File: src/sv/gpc_pkg.sv
// gpc_pkg: shared widths, reset constants and interface structs for the
// grid peak centroid block. No dependencies; used by gpc_div and the top level.
package gpc_pkg;

    localparam int GRID_SIDE_DEF = 5;
    localparam int CHANNEL_W     = 5;
    localparam int ENERGY_W      = 20;
    localparam int POS_W         = 16;
    // signed position times zero-extended energy
    localparam int PROD_W        = POS_W + ENERGY_W + 1;
    // nine cells of a 3x3 cluster need four growth bits
    localparam int SE_W          = ENERGY_W + 4;
    localparam int SUM_W         = PROD_W + 4;

    localparam logic [ENERGY_W-1:0] THRESH_RESET = ENERGY_W'(3520);

    // one stored grid cell
    typedef struct packed {
        logic [ENERGY_W-1:0]     energy;
        logic signed [POS_W-1:0] x;
        logic signed [POS_W-1:0] y;
    } cell_t;

    // divider request and response
    typedef struct packed {
        logic                    start;
        logic signed [SUM_W-1:0] num;
        logic [SE_W-1:0]         den;
    } div_req_t;

    typedef struct packed {
        logic                    done;
        logic signed [POS_W-1:0] quot;
    } div_rsp_t;

endpackage

File: src/sv/grid_peak_centroid.sv
// grid_peak_centroid: top level, grid store, peak scan, 3x3 cluster sums
// and centroid sequencing. Depends on gpc_pkg and gpc_div.
//
// Usage: a request (channel, energy, x_position, y_position, last) is taken
// on a clock edge where start is high and busy is low. Requests without last
// write one grid cell, or none for a channel beyond the grid. The request
// with last starts the event processing and busy stays high until the
// result is out. After last: a scan over all GRID_SIDE*GRID_SIDE cells
// through the single store read port, a threshold check, then for a
// passing peak nine cluster cells, each read, weighted by x and by y on
// the shared multiplier and accumulated, then two 41-step serial
// divisions (x, then y) and an output state.
// The result is on the output ports for exactly one cycle, flagged by
// result_valid; the receiver cannot stall, and busy is already low then.
// energy_threshold is written through cfg_valid / cfg_data (cfg_ready is
// high only while idle). Reset sets the threshold to THRESH_RESET (3520),
// empties the grid store and returns the sequencer to idle; the store is
// emptied again after each event.
module grid_peak_centroid #(
    parameter int GRID_SIDE = gpc_pkg::GRID_SIDE_DEF
) (
    input  logic                                clk,
    input  logic                                rst_n,
    input  logic                                start,
    output logic                                busy,
    input  logic [gpc_pkg::CHANNEL_W-1:0]       channel,
    input  logic [gpc_pkg::ENERGY_W-1:0]        energy,
    input  logic signed [gpc_pkg::POS_W-1:0]    x_position,
    input  logic signed [gpc_pkg::POS_W-1:0]    y_position,
    input  logic                                last,
    input  logic                                cfg_valid,
    output logic                                cfg_ready,
    input  logic [gpc_pkg::ENERGY_W-1:0]        cfg_data,
    output logic                                result_valid,
    output logic                                passed,
    output logic signed [gpc_pkg::POS_W-1:0]    x_centroid,
    output logic signed [gpc_pkg::POS_W-1:0]    y_centroid,
    output logic [gpc_pkg::CHANNEL_W-1:0]       peak_channel,
    output logic [gpc_pkg::ENERGY_W-1:0]        peak_energy
);
    import gpc_pkg::*;

    localparam int CELLS = GRID_SIDE * GRID_SIDE;
    localparam int IDX_W = $clog2(CELLS);
    localparam int RC_W  = $clog2(GRID_SIDE);

    typedef enum logic [12:0] {
        S_IDLE     = 13'b0000000000001,
        S_SCAN     = 13'b0000000000010,
        S_SCAN_END = 13'b0000000000100,
        S_CHECK    = 13'b0000000001000,
        S_RD       = 13'b0000000010000,
        S_MX       = 13'b0000000100000,
        S_MY       = 13'b0000001000000,
        S_ACC      = 13'b0000010000000,
        S_DX       = 13'b0000100000000,
        S_DXW      = 13'b0001000000000,
        S_DY       = 13'b0010000000000,
        S_DYW      = 13'b0100000000000,
        S_OUT      = 13'b1000000000000
    } state_t;

    state_t                  state_reg, state_next;
    logic [IDX_W-1:0]        idx_reg, idx_next;
    logic [RC_W-1:0]         srow_reg, srow_next;
    logic [RC_W-1:0]         scol_reg, scol_next;
    logic                    cmp_en_reg, cmp_en_next;
    logic [ENERGY_W-1:0]     best_e_reg, best_e_next;
    logic [IDX_W-1:0]        best_idx_reg, best_idx_next;
    logic [RC_W-1:0]         best_row_reg, best_row_next;
    logic [RC_W-1:0]         best_col_reg, best_col_next;
    logic [1:0]              dr_reg, dr_next;
    logic [1:0]              dc_reg, dc_next;
    logic [SE_W-1:0]         se_reg, se_next;
    logic signed [SUM_W-1:0] sx_reg, sx_next;
    logic signed [SUM_W-1:0] sy_reg, sy_next;
    logic signed [PROD_W-1:0] prod_reg, prod_next;
    logic signed [POS_W-1:0] xq_reg, xq_next;
    logic signed [POS_W-1:0] yq_reg, yq_next;
    logic [ENERGY_W-1:0]     thr_reg, thr_next;
    logic [CELLS-1:0]        valid_reg, valid_next;
    logic                    rv_reg, rv_next;
    logic                    passed_reg, passed_next;
    logic signed [POS_W-1:0] xc_reg, xc_next;
    logic signed [POS_W-1:0] yc_reg, yc_next;
    logic [IDX_W-1:0]        pch_reg, pch_next;
    logic [ENERGY_W-1:0]     pe_reg, pe_next;

    // grid store and its read pipeline
    cell_t                   mem [CELLS];
    cell_t                   rd_cell;
    logic                    rd_valid_reg;
    logic [IDX_W-1:0]        pipe_idx_reg;
    logic [RC_W-1:0]         pipe_row_reg;
    logic [RC_W-1:0]         pipe_col_reg;

    logic                    accept;
    logic                    wr_en;
    logic [IDX_W-1:0]        wr_addr;
    cell_t                   wr_cell;
    logic                    rd_en;
    logic                    rd_ok;
    logic [IDX_W-1:0]        rd_addr;
    logic [ENERGY_W-1:0]     eff_e;
    logic signed [RC_W+1:0]  r_s;
    logic signed [RC_W+1:0]  c_s;
    logic                    in_grid;
    logic [IDX_W-1:0]        k_addr;
    logic signed [POS_W-1:0] mul_a;
    logic signed [ENERGY_W:0] mul_b;
    div_req_t                div_req;
    div_rsp_t                div_rsp;

    gpc_div u_div (
        .clk   (clk),
        .rst_n (rst_n),
        .req   (div_req),
        .rsp   (div_rsp)
    );

    // request accept and store write
    always_comb
    begin
        accept        = start && (state_reg == S_IDLE);
        wr_en         = accept && (32'(channel) < 32'(CELLS));
        wr_addr       = IDX_W'(channel);
        wr_cell.energy = energy;
        wr_cell.x     = x_position;
        wr_cell.y     = y_position;
    end

    // cluster neighbor address, clipped at the grid edge
    always_comb
    begin
        r_s    = $signed({2'b00, best_row_reg}) + $signed({{RC_W{1'b0}}, dr_reg})
                 - (RC_W+2)'(1);
        c_s    = $signed({2'b00, best_col_reg}) + $signed({{RC_W{1'b0}}, dc_reg})
                 - (RC_W+2)'(1);
        in_grid = !r_s[RC_W+1] && (r_s < (RC_W+2)'(GRID_SIDE))
                  && !c_s[RC_W+1] && (c_s < (RC_W+2)'(GRID_SIDE));
        k_addr = IDX_W'(32'(r_s[RC_W-1:0]) * GRID_SIDE + 32'(c_s[RC_W-1:0]));
    end

    // cell energy, empty cells read as zero
    assign eff_e = rd_valid_reg ? rd_cell.energy : '0;

    // shared multiplier operands, empty cells contribute zero
    always_comb
    begin
        if (!rd_valid_reg)
        begin
            mul_a = '0;
        end
        else
        begin
            mul_a = (state_reg == S_MY) ? rd_cell.y : rd_cell.x;
        end
        mul_b = $signed({1'b0, eff_e});
    end

    // divider request
    always_comb
    begin
        div_req.start = (state_reg == S_DX) || (state_reg == S_DY);
        div_req.num   = (state_reg == S_DY) ? sy_reg : sx_reg;
        div_req.den   = se_reg;
    end

    // sequencer
    always_comb
    begin
        state_next    = state_reg;
        idx_next      = idx_reg;
        srow_next     = srow_reg;
        scol_next     = scol_reg;
        cmp_en_next   = 1'b0;
        best_e_next   = best_e_reg;
        best_idx_next = best_idx_reg;
        best_row_next = best_row_reg;
        best_col_next = best_col_reg;
        dr_next       = dr_reg;
        dc_next       = dc_reg;
        se_next       = se_reg;
        sx_next       = sx_reg;
        sy_next       = sy_reg;
        prod_next     = prod_reg;
        xq_next       = xq_reg;
        yq_next       = yq_reg;
        valid_next    = valid_reg;
        rv_next       = 1'b0;
        passed_next   = passed_reg;
        xc_next       = xc_reg;
        yc_next       = yc_reg;
        pch_next      = pch_reg;
        pe_next       = pe_reg;
        rd_en         = 1'b0;
        rd_ok         = 1'b0;
        rd_addr       = idx_reg;

        if (wr_en)
        begin
            valid_next[wr_addr] = 1'b1;
        end

        // running peak compare, first highest wins
        if (cmp_en_reg && (eff_e > best_e_reg))
        begin
            best_e_next   = eff_e;
            best_idx_next = pipe_idx_reg;
            best_row_next = pipe_row_reg;
            best_col_next = pipe_col_reg;
        end

        case (state_reg)
            S_IDLE:
            begin
                if (accept && last)
                begin
                    idx_next      = '0;
                    srow_next     = '0;
                    scol_next     = '0;
                    best_e_next   = '0;
                    best_idx_next = '0;
                    best_row_next = '0;
                    best_col_next = '0;
                    state_next    = S_SCAN;
                end
            end
            S_SCAN:
            begin
                rd_en       = 1'b1;
                rd_ok       = 1'b1;
                rd_addr     = idx_reg;
                cmp_en_next = 1'b1;
                idx_next    = idx_reg + IDX_W'(1);
                if (scol_reg == RC_W'(GRID_SIDE - 1))
                begin
                    scol_next = '0;
                    srow_next = srow_reg + RC_W'(1);
                end
                else
                begin
                    scol_next = scol_reg + RC_W'(1);
                end
                if (idx_reg == IDX_W'(CELLS - 1))
                begin
                    state_next = S_SCAN_END;
                end
            end
            S_SCAN_END:
            begin
                state_next = S_CHECK;
            end
            S_CHECK:
            begin
                se_next = '0;
                sx_next = '0;
                sy_next = '0;
                dr_next = '0;
                dc_next = '0;
                if (best_e_reg > thr_reg)
                begin
                    state_next = S_RD;
                end
                else
                begin
                    passed_next = 1'b0;
                    xq_next     = '0;
                    yq_next     = '0;
                    state_next  = S_OUT;
                end
            end
            S_RD:
            begin
                rd_en      = 1'b1;
                rd_ok      = in_grid;
                rd_addr    = k_addr;
                state_next = S_MX;
            end
            S_MX:
            begin
                prod_next  = mul_a * mul_b;
                se_next    = se_reg + SE_W'(eff_e);
                state_next = S_MY;
            end
            S_MY:
            begin
                sx_next    = sx_reg + SUM_W'(prod_reg);
                prod_next  = mul_a * mul_b;
                state_next = S_ACC;
            end
            S_ACC:
            begin
                sy_next = sy_reg + SUM_W'(prod_reg);
                if (dc_reg == 2'd2)
                begin
                    dc_next = '0;
                    dr_next = dr_reg + 2'd1;
                end
                else
                begin
                    dc_next = dc_reg + 2'd1;
                end
                if ((dr_reg == 2'd2) && (dc_reg == 2'd2))
                begin
                    state_next = S_DX;
                end
                else
                begin
                    state_next = S_RD;
                end
            end
            S_DX:
            begin
                state_next = S_DXW;
            end
            S_DXW:
            begin
                if (div_rsp.done)
                begin
                    xq_next    = div_rsp.quot;
                    state_next = S_DY;
                end
            end
            S_DY:
            begin
                state_next = S_DYW;
            end
            S_DYW:
            begin
                if (div_rsp.done)
                begin
                    yq_next     = div_rsp.quot;
                    passed_next = 1'b1;
                    state_next  = S_OUT;
                end
            end
            S_OUT:
            begin
                rv_next    = 1'b1;
                xc_next    = (se_reg == '0) ? '0 : xq_reg;
                yc_next    = (se_reg == '0) ? '0 : yq_reg;
                pch_next   = best_idx_reg;
                pe_next    = best_e_reg;
                valid_next = '0;
                state_next = S_IDLE;
            end
            default:
            begin
                state_next = S_IDLE;
            end
        endcase
    end

    // threshold register, written only while idle
    always_comb
    begin
        thr_next = thr_reg;
        if (cfg_valid && cfg_ready)
        begin
            thr_next = cfg_data;
        end
    end

    // control registers
    always_ff @(posedge clk or negedge rst_n)
    begin
        if (!rst_n)
        begin
            state_reg    <= S_IDLE;
            cmp_en_reg   <= 1'b0;
            valid_reg    <= '0;
            rd_valid_reg <= 1'b0;
            rv_reg       <= 1'b0;
            thr_reg      <= THRESH_RESET;
        end
        else
        begin
            state_reg    <= state_next;
            cmp_en_reg   <= cmp_en_next;
            valid_reg    <= valid_next;
            rv_reg       <= rv_next;
            thr_reg      <= thr_next;
            if (rd_en)
            begin
                rd_valid_reg <= valid_reg[rd_addr] && rd_ok;
            end
        end
    end

    // datapath registers
    always_ff @(posedge clk)
    begin
        idx_reg      <= idx_next;
        srow_reg     <= srow_next;
        scol_reg     <= scol_next;
        best_e_reg   <= best_e_next;
        best_idx_reg <= best_idx_next;
        best_row_reg <= best_row_next;
        best_col_reg <= best_col_next;
        dr_reg       <= dr_next;
        dc_reg       <= dc_next;
        se_reg       <= se_next;
        sx_reg       <= sx_next;
        sy_reg       <= sy_next;
        prod_reg     <= prod_next;
        xq_reg       <= xq_next;
        yq_reg       <= yq_next;
        passed_reg   <= passed_next;
        xc_reg       <= xc_next;
        yc_reg       <= yc_next;
        pch_reg      <= pch_next;
        pe_reg       <= pe_next;
    end

    // grid store: one write port, one registered read port
    always_ff @(posedge clk)
    begin
        if (wr_en)
        begin
            mem[wr_addr] <= wr_cell;
        end
        if (rd_en)
        begin
            rd_cell      <= mem[rd_addr];
            pipe_idx_reg <= rd_addr;
            pipe_row_reg <= srow_reg;
            pipe_col_reg <= scol_reg;
        end
    end

    // ports
    assign busy         = (state_reg != S_IDLE);
    assign cfg_ready    = (state_reg == S_IDLE);
    assign result_valid = rv_reg;
    assign passed       = passed_reg;
    assign x_centroid   = xc_reg;
    assign y_centroid   = yc_reg;
    assign peak_channel = CHANNEL_W'(pch_reg);
    assign peak_energy  = pe_reg;

endmodule

File: src/sv/gpc_div.sv
// gpc_div: serial restoring divider, one quotient bit per cycle, quotient
// truncated toward zero and returned as its low 16 bits. Depends on gpc_pkg.
module gpc_div (
    input  logic               clk,
    input  logic               rst_n,
    input  gpc_pkg::div_req_t  req,
    output gpc_pkg::div_rsp_t  rsp
);
    import gpc_pkg::*;

    localparam int CNT_W = $clog2(SUM_W);

    logic                 run_reg, run_next;
    logic                 done_reg, done_next;
    logic                 neg_reg, neg_next;
    logic [CNT_W-1:0]     cnt_reg, cnt_next;
    logic [SE_W-1:0]      rem_reg, rem_next;
    logic [SE_W-1:0]      den_reg, den_next;
    logic [SUM_W-1:0]     quo_reg, quo_next;
    logic [SE_W:0]        trial;
    logic                 ge;
    logic [POS_W-1:0]     qlow;

    // one restoring step
    always_comb
    begin
        trial     = {rem_reg, quo_reg[SUM_W-1]};
        ge        = trial >= {1'b0, den_reg};
        run_next  = run_reg;
        done_next = 1'b0;
        neg_next  = neg_reg;
        cnt_next  = cnt_reg;
        rem_next  = rem_reg;
        den_next  = den_reg;
        quo_next  = quo_reg;
        if (req.start)
        begin
            run_next = 1'b1;
            neg_next = req.num[SUM_W-1];
            quo_next = req.num[SUM_W-1] ? SUM_W'(-req.num) : SUM_W'(req.num);
            rem_next = '0;
            den_next = req.den;
            cnt_next = '0;
        end
        else if (run_reg)
        begin
            rem_next = ge ? SE_W'(trial - {1'b0, den_reg}) : SE_W'(trial);
            quo_next = {quo_reg[SUM_W-2:0], ge};
            cnt_next = cnt_reg + CNT_W'(1);
            if (cnt_reg == CNT_W'(SUM_W - 1))
            begin
                run_next  = 1'b0;
                done_next = 1'b1;
            end
        end
    end

    // control state
    always_ff @(posedge clk or negedge rst_n)
    begin
        if (!rst_n)
        begin
            run_reg  <= 1'b0;
            done_reg <= 1'b0;
        end
        else
        begin
            run_reg  <= run_next;
            done_reg <= done_next;
        end
    end

    // datapath
    always_ff @(posedge clk)
    begin
        neg_reg <= neg_next;
        cnt_reg <= cnt_next;
        rem_reg <= rem_next;
        den_reg <= den_next;
        quo_reg <= quo_next;
    end

    // restore sign
    always_comb
    begin
        qlow     = quo_reg[POS_W-1:0];
        rsp.done = done_reg;
        rsp.quot = neg_reg ? $signed(-qlow) : $signed(qlow);
    end

endmodule

File: config.mk
export PLATFORM = sky130hd
export DESIGN_NAME = grid_peak_centroid
export DESIGN_NICKNAME = d
export VERILOG_FILES = /design/src/sv/gpc_pkg.sv /design/src/sv/grid_peak_centroid.sv /design/src/sv/gpc_div.sv
export SDC_FILE = /design/constraint.sdc
export NUM_CORES = 2
export LEC_CHECK = 0
export BUFFER_PORTS_ARGS = -buffer_cell sky130_fd_sc_hd__buf_2
export CORE_ASPECT_RATIO = 1.75
export CORE_MARGIN = 2
export CORE_UTILIZATION = 35
export CTS_CLUSTER_DIAMETER = 50
export CTS_CLUSTER_SIZE = 16
export DETAILED_ROUTE_END_ITERATION = 8
export MAX_ROUTING_LAYER = met4
export SYNTH_ARGS = -nofsm -noshare
export SYNTH_HDL_FRONTEND = slang
export SYNTH_HIERARCHICAL = 1
export SYNTH_SLANG_ARGS = --single-unit
File: constraint.sdc
create_clock -name clk -period 7.7 [get_ports clk]
set_clock_uncertainty 0.15 [all_clocks]
set_input_delay 0.385 -clock clk [delete_from_list [all_inputs] [get_ports clk]]
set_output_delay 0.385 -clock clk [all_outputs]
set_load 0.01 [all_outputs]
==> impl_table.tex <==
\begin{tabular}{lr}
\hline
Metric & Value \\
\hline
\multicolumn{2}{l}{\textbf{GRT}} \\
Met3 global-route usage & 0.0245 \\
Remaining Overflow, GRT & 0 \\
Number of global-route vias before repair & 60070 \\
Met2 Track Usage GR & 0.366 \\
GRT met1 Usage & 0.211 \\
Global-route wire length before repair & 376000 µm \\
Maximum number of pins on one net before global-route repair & 167 \\
Layer with the highest usage & met2 \\
Combined global-route utilization of all metal layers & 0.198 \\
Initial antenna violation count & 23 \\
\multicolumn{2}{l}{\textbf{Clock network}} \\
Buffer levels on the longest clock path & 4 \\
Clock transition time at the flip-flop clock pins of the worst setup and hold paths & 0.08 ns \\
Maximum level of the CTS H-tree & 4 \\
Number of buffers created by CTS & 153 \\
Root cell of the clock tree & sky130\_fd\_sc\_hd\_\_clkbuf\_16 \\
TritonCTS clock tree & yes \\
Clk Latency, worst-skew pair & 0.83 ns \\
Clock Sinks & 1801 \\
\multicolumn{2}{l}{\textbf{Routing}} \\
Count of antenna-violating nets left after detailed routing & 0 \\
Initial DRT Pass Iterations & 6 \\
Average detailed-routed wire length per instance & 23.1 µm \\
DRC & 0 \\
Drt first-iter violations & 4741 \\
Via total after detailed routing & 58996 \\
Routed Wire Length & 254000 µm \\
DR vias/cell & 5.37 \\
\multicolumn{2}{l}{\textbf{Power}} \\
Sequential share of power & 0.467 \\
Maximum resistive drop on vdd & 155 µV \\
Leakage & 37.5 nW \\
Net switching component of the power & 7.22 mW \\
Post-route total power & 24.2 mW \\
Logic gate share of total power & 0.222 \\
Clock network fraction of total power & 0.311 \\
Pwr Density & 239 mW/mm² \\
Cell-internal power & 16.9 mW \\
Switching power as a share of total power & 0.299 \\
\multicolumn{2}{l}{\textbf{Yosys}} \\
Instance count of the mapped netlist & 7311 \\
Synthesized area per cell & 12.2 µm² \\
Synth unique cells & 88 \\
Part of the Yosys area used for sequential elements & 0.598 \\
Combinational family with the most area after synthesis & simple AND/OR/NAND/NOR gates \\
Post-synth top flop & sky130\_fd\_sc\_hd\_\_edfxtp\_1 \\
Share of synthesized area spent on multiplexers & 0.0285 \\
Number of warnings issued by yosys & 6 \\
Syn nets & 7971 \\
Combined area of all synthesized cells & 0.0890 mm² \\
FF+latch count, synth & 1801 \\
Simple-gate area share of the yosys netlist & 0.118 \\
Post-synthesis share of cell area spent on full adders, half adders and majority gates & 0.103 \\
Compound-gate portion of the synthesized area & 0.0964 \\
Async set or reset register ratio after synthesis & 0.0350 \\
Number of synthesized flops with an enable pin & 1677 \\
Xor and xnor fraction of the mapped netlist area & 0.0196 \\
\multicolumn{2}{l}{\textbf{Floorplan}} \\
Die Ht & 671 µm \\
Core region area & 0.252 mm² \\
Effective utilization at floorplan & 0.352 \\
Die outline area & 0.258 mm² \\
I/O pin count & 143 \\
Standard-cell row count & 244 \\
Horizontal die dimension & 385 µm \\
\multicolumn{2}{l}{\textbf{Setup path}} \\
Slowest cell on the critical path & sky130\_fd\_sc\_hd\_\_fa\_1 \\
Buf+Inv Stages, Crit Path & 8 \\
CP Capture Type & flop \\
Worst endpoint required time & 8.09 ns \\
Startpoint type of the worst setup path & flop \\
Delay contributed by the slowest stage of the critical path & 0.58 ns \\
Arrival time of data at the critical path endpoint & 8.11 ns \\
CP top delay family & adder cells \\
Most prevalent standard cell on the critical path & sky130\_fd\_sc\_hd\_\_fa\_1 \\
Max FO, Critical Path & 6 \\
Worst setup path class & reg -> reg \\
\multicolumn{2}{l}{\textbf{Finish}} \\
Share of final-layout standard cells stronger than drive strength 1 & 0.118 \\
Final instance area & 0.101 mm² \\
Signed area change from the synthesized netlist to the final layout & 13.5\% \\
Largest Register & mem \\
Most frequent standard cell in the layout excluding fill and tap cells & sky130\_fd\_sc\_hd\_\_edfxtp\_1 \\
Registers with the most flip-flops & mem: 1300 flops, rd\_cell: 52 flops \\
Commonest cells after routing, fill and taps aside & 1677 x sky130\_fd\_sc\_hd\_\_edfxtp\_1, 1185 x sky130\_fd\_sc\_hd\_\_nand2\_1, 500 x sky130\_fd\_sc\_hd\_\_a21oi\_1 \\
Largest register FFs & 1300 \\
Final-stage net count & 8256 \\
\multicolumn{2}{l}{\textbf{Timing}} \\
Final worst slack & -0.0284 ns \\
Unrepaired setup endpoints after global routing & true \\
Max Clock Freq & 129 MHz \\
Slew of the pin with the lowest slew margin & 1.17 ns \\
Final Cycle Share & 1.00 \\
Clock period minus worst slack & 7.73 ns \\
Total Negative Setup Slacks & -0.0363 ns \\
Hold Fails Final Rpt & 0 \\
Worst slew margin relative to its limit & 0.218 \\
Max Slew Vio Count & 0 \\
Final-report setup violation count & 2 \\
\multicolumn{2}{l}{\textbf{Status}} \\
Violations in the final reports & negative setup slack \\
Result of the run & finished, violations left \\
\multicolumn{2}{l}{\textbf{Place}} \\
Count of input and output buffers & 142 \\
Area of placed instances & 0.0948 mm² \\
Final HPWL from detailed placement & 167000 µm \\
GP Congestion & 0.898 \\
\multicolumn{2}{l}{\textbf{Worst hold path}} \\
Worst hold path type & in -> reg \\
\multicolumn{2}{l}{\textbf{Job}} \\
Number of violations of the max-capacitance limit & 0 \\
\hline
\end{tabular}
## through the flow
stage,cells,hold slack (ns),utilization,setup slack [ns]
4_1_cts,10958,0.0407,0.398,0.00652
3_3_place_gp,10655,0.0796,0.376,-0.200
6_report,10992,0.0981,0.400,-0.0284
3_5_place_dp,10655,0.0787,0.376,-0.359
2_1_floorplan,7311,-0.0606,-,0.0115
5_1_grt,10992,0.102,0.400,-0.250
## path summary, 6_finish.rpt
path                                        endpoint  slack, ns                       from  cells past startpoint
setup / recovery              prod_reg[28]$_DFFE_PP_      -0.03  state_reg[12]$_DFFE_PN0P_                     30
min in group asynchronous   valid_reg[6]$_DFFE_PN0P_       0.11                      rst_n                      3
setup reg to reg              prod_reg[28]$_DFFE_PP_      -0.03  state_reg[12]$_DFFE_PN0P_                     30
max in group asynchronous     thr_reg[1]$_DFFE_PN0P_       6.59                      rst_n                      3
hold reg to reg            peak_channel[1]$_DFFE_PP_       0.31    best_idx_reg[1]$_DFF_P_                      0
hold / removal               thr_reg[18]$_DFFE_PN0P_        0.1                  cfg_valid                      4
## power groups by stage
stage               Sequential (mW)  Clock (mW)  Combinational (mW)
CTS                            11.3        7.67                5.25
global placement               11.5           0                5.07
finish                         11.3        7.51                5.36
detailed placement             11.5           0                5.16
floorplan                      11.4           0                3.29
global route                   11.3        7.96                5.88
## layer usage
layer,part of all wire,vias to the layer above
li1,-,26743
met2,0.54,1868
met4,0.045,0
met1,0.36,29806
met5,0,-
met3,0.052,579
## layout make-up
| cell class | count | area (µm²) |
|---|---|---|
| diodes | 15 | 37.5 |
| flip-flops and latches | 1801 | 53200 |
| clock buffers | 176 | 3990 |
| repair buffers | 496 | 4090 |
| inverters | 467 | 1780 |
| clock inverters | 39 | 517 |
| well taps | 3321 | 4160 |
| multi-input cells | 4677 | 33200 |
| fillers | 23583 | 152000 |
## synth_stat cells, types with 56 or more instances
cell type	n	area, µm²
sky130_fd_sc_hd__clkbuf_1	228	856
sky130_fd_sc_hd__dfxtp_1	61	1220
sky130_fd_sc_hd__nor2_1	380	1430
sky130_fd_sc_hd__edfxtp_1	1677	50400
sky130_fd_sc_hd__nor2b_1	60	375
sky130_fd_sc_hd__and2_1	215	1350
sky130_fd_sc_hd__o21ai_0	123	616
sky130_fd_sc_hd__dfrtp_1	57	1430
sky130_fd_sc_hd__a32oi_1	56	490
sky130_fd_sc_hd__o22ai_1	64	400
sky130_fd_sc_hd__xor2_1	100	876
sky130_fd_sc_hd__mux2i_1	134	1340
sky130_fd_sc_hd__nand4_1	61	382
sky130_fd_sc_hd__inv_1	461	1730
sky130_fd_sc_hd__xnor2_1	99	867
sky130_fd_sc_hd__buf_2	97	485
sky130_fd_sc_hd__ha_1	321	4020
sky130_fd_sc_hd__nand2_1	1196	4490
sky130_fd_sc_hd__a21oi_1	509	2550
sky130_fd_sc_hd__mux2_2	103	1160
sky130_fd_sc_hd__a211oi_1	125	938
sky130_fd_sc_hd__a31oi_1	104	651
sky130_fd_sc_hd__fa_1	257	5140
sky130_fd_sc_hd__and3_1	62	388
sky130_fd_sc_hd__nand3_1	164	821
sky130_fd_sc_hd__a21o_1	97	728
## logic make-up (layout without fill, tap and decap cells)
kind of cell,after synthesis,in the layout
AND/OR/NAND/NOR,2314,2314
adder cells (fa/ha/maj),578,578
flip-flops,1801,1801
XOR/XNOR,199,199
AO/OA/AOI/OAI,1347,1347
multiplexers,239,239
buffers and inverters,833,1178
other,0,15
## worst register-to-register path, delay by kind of cell (launching register included)
family / cells / cell delay, ns
fa+ha+maj: 7 / 3.37
compound gates: 8 / 1.57
simple gates: 6 / 0.94
flops: 1 / 0.42
buf+inv: 8 / 0.91
xor+xnor: 1 / 0.08
## timing repair
| action | CTS | global route |
|---|---|---|
| setup endpoints to repair | 14 | 15 |
| hold buffers | 76 | 0 |
| cloned | 1 | 1 |
| endpoints found under the hold margin | 1398 | 0 |
| buffers inserted | 12 | 20 |
| resized for setup | 43 | 76 |
| pin swaps | 25 | 62 |
Note: power is estimated with default switching activity, not from simulation.
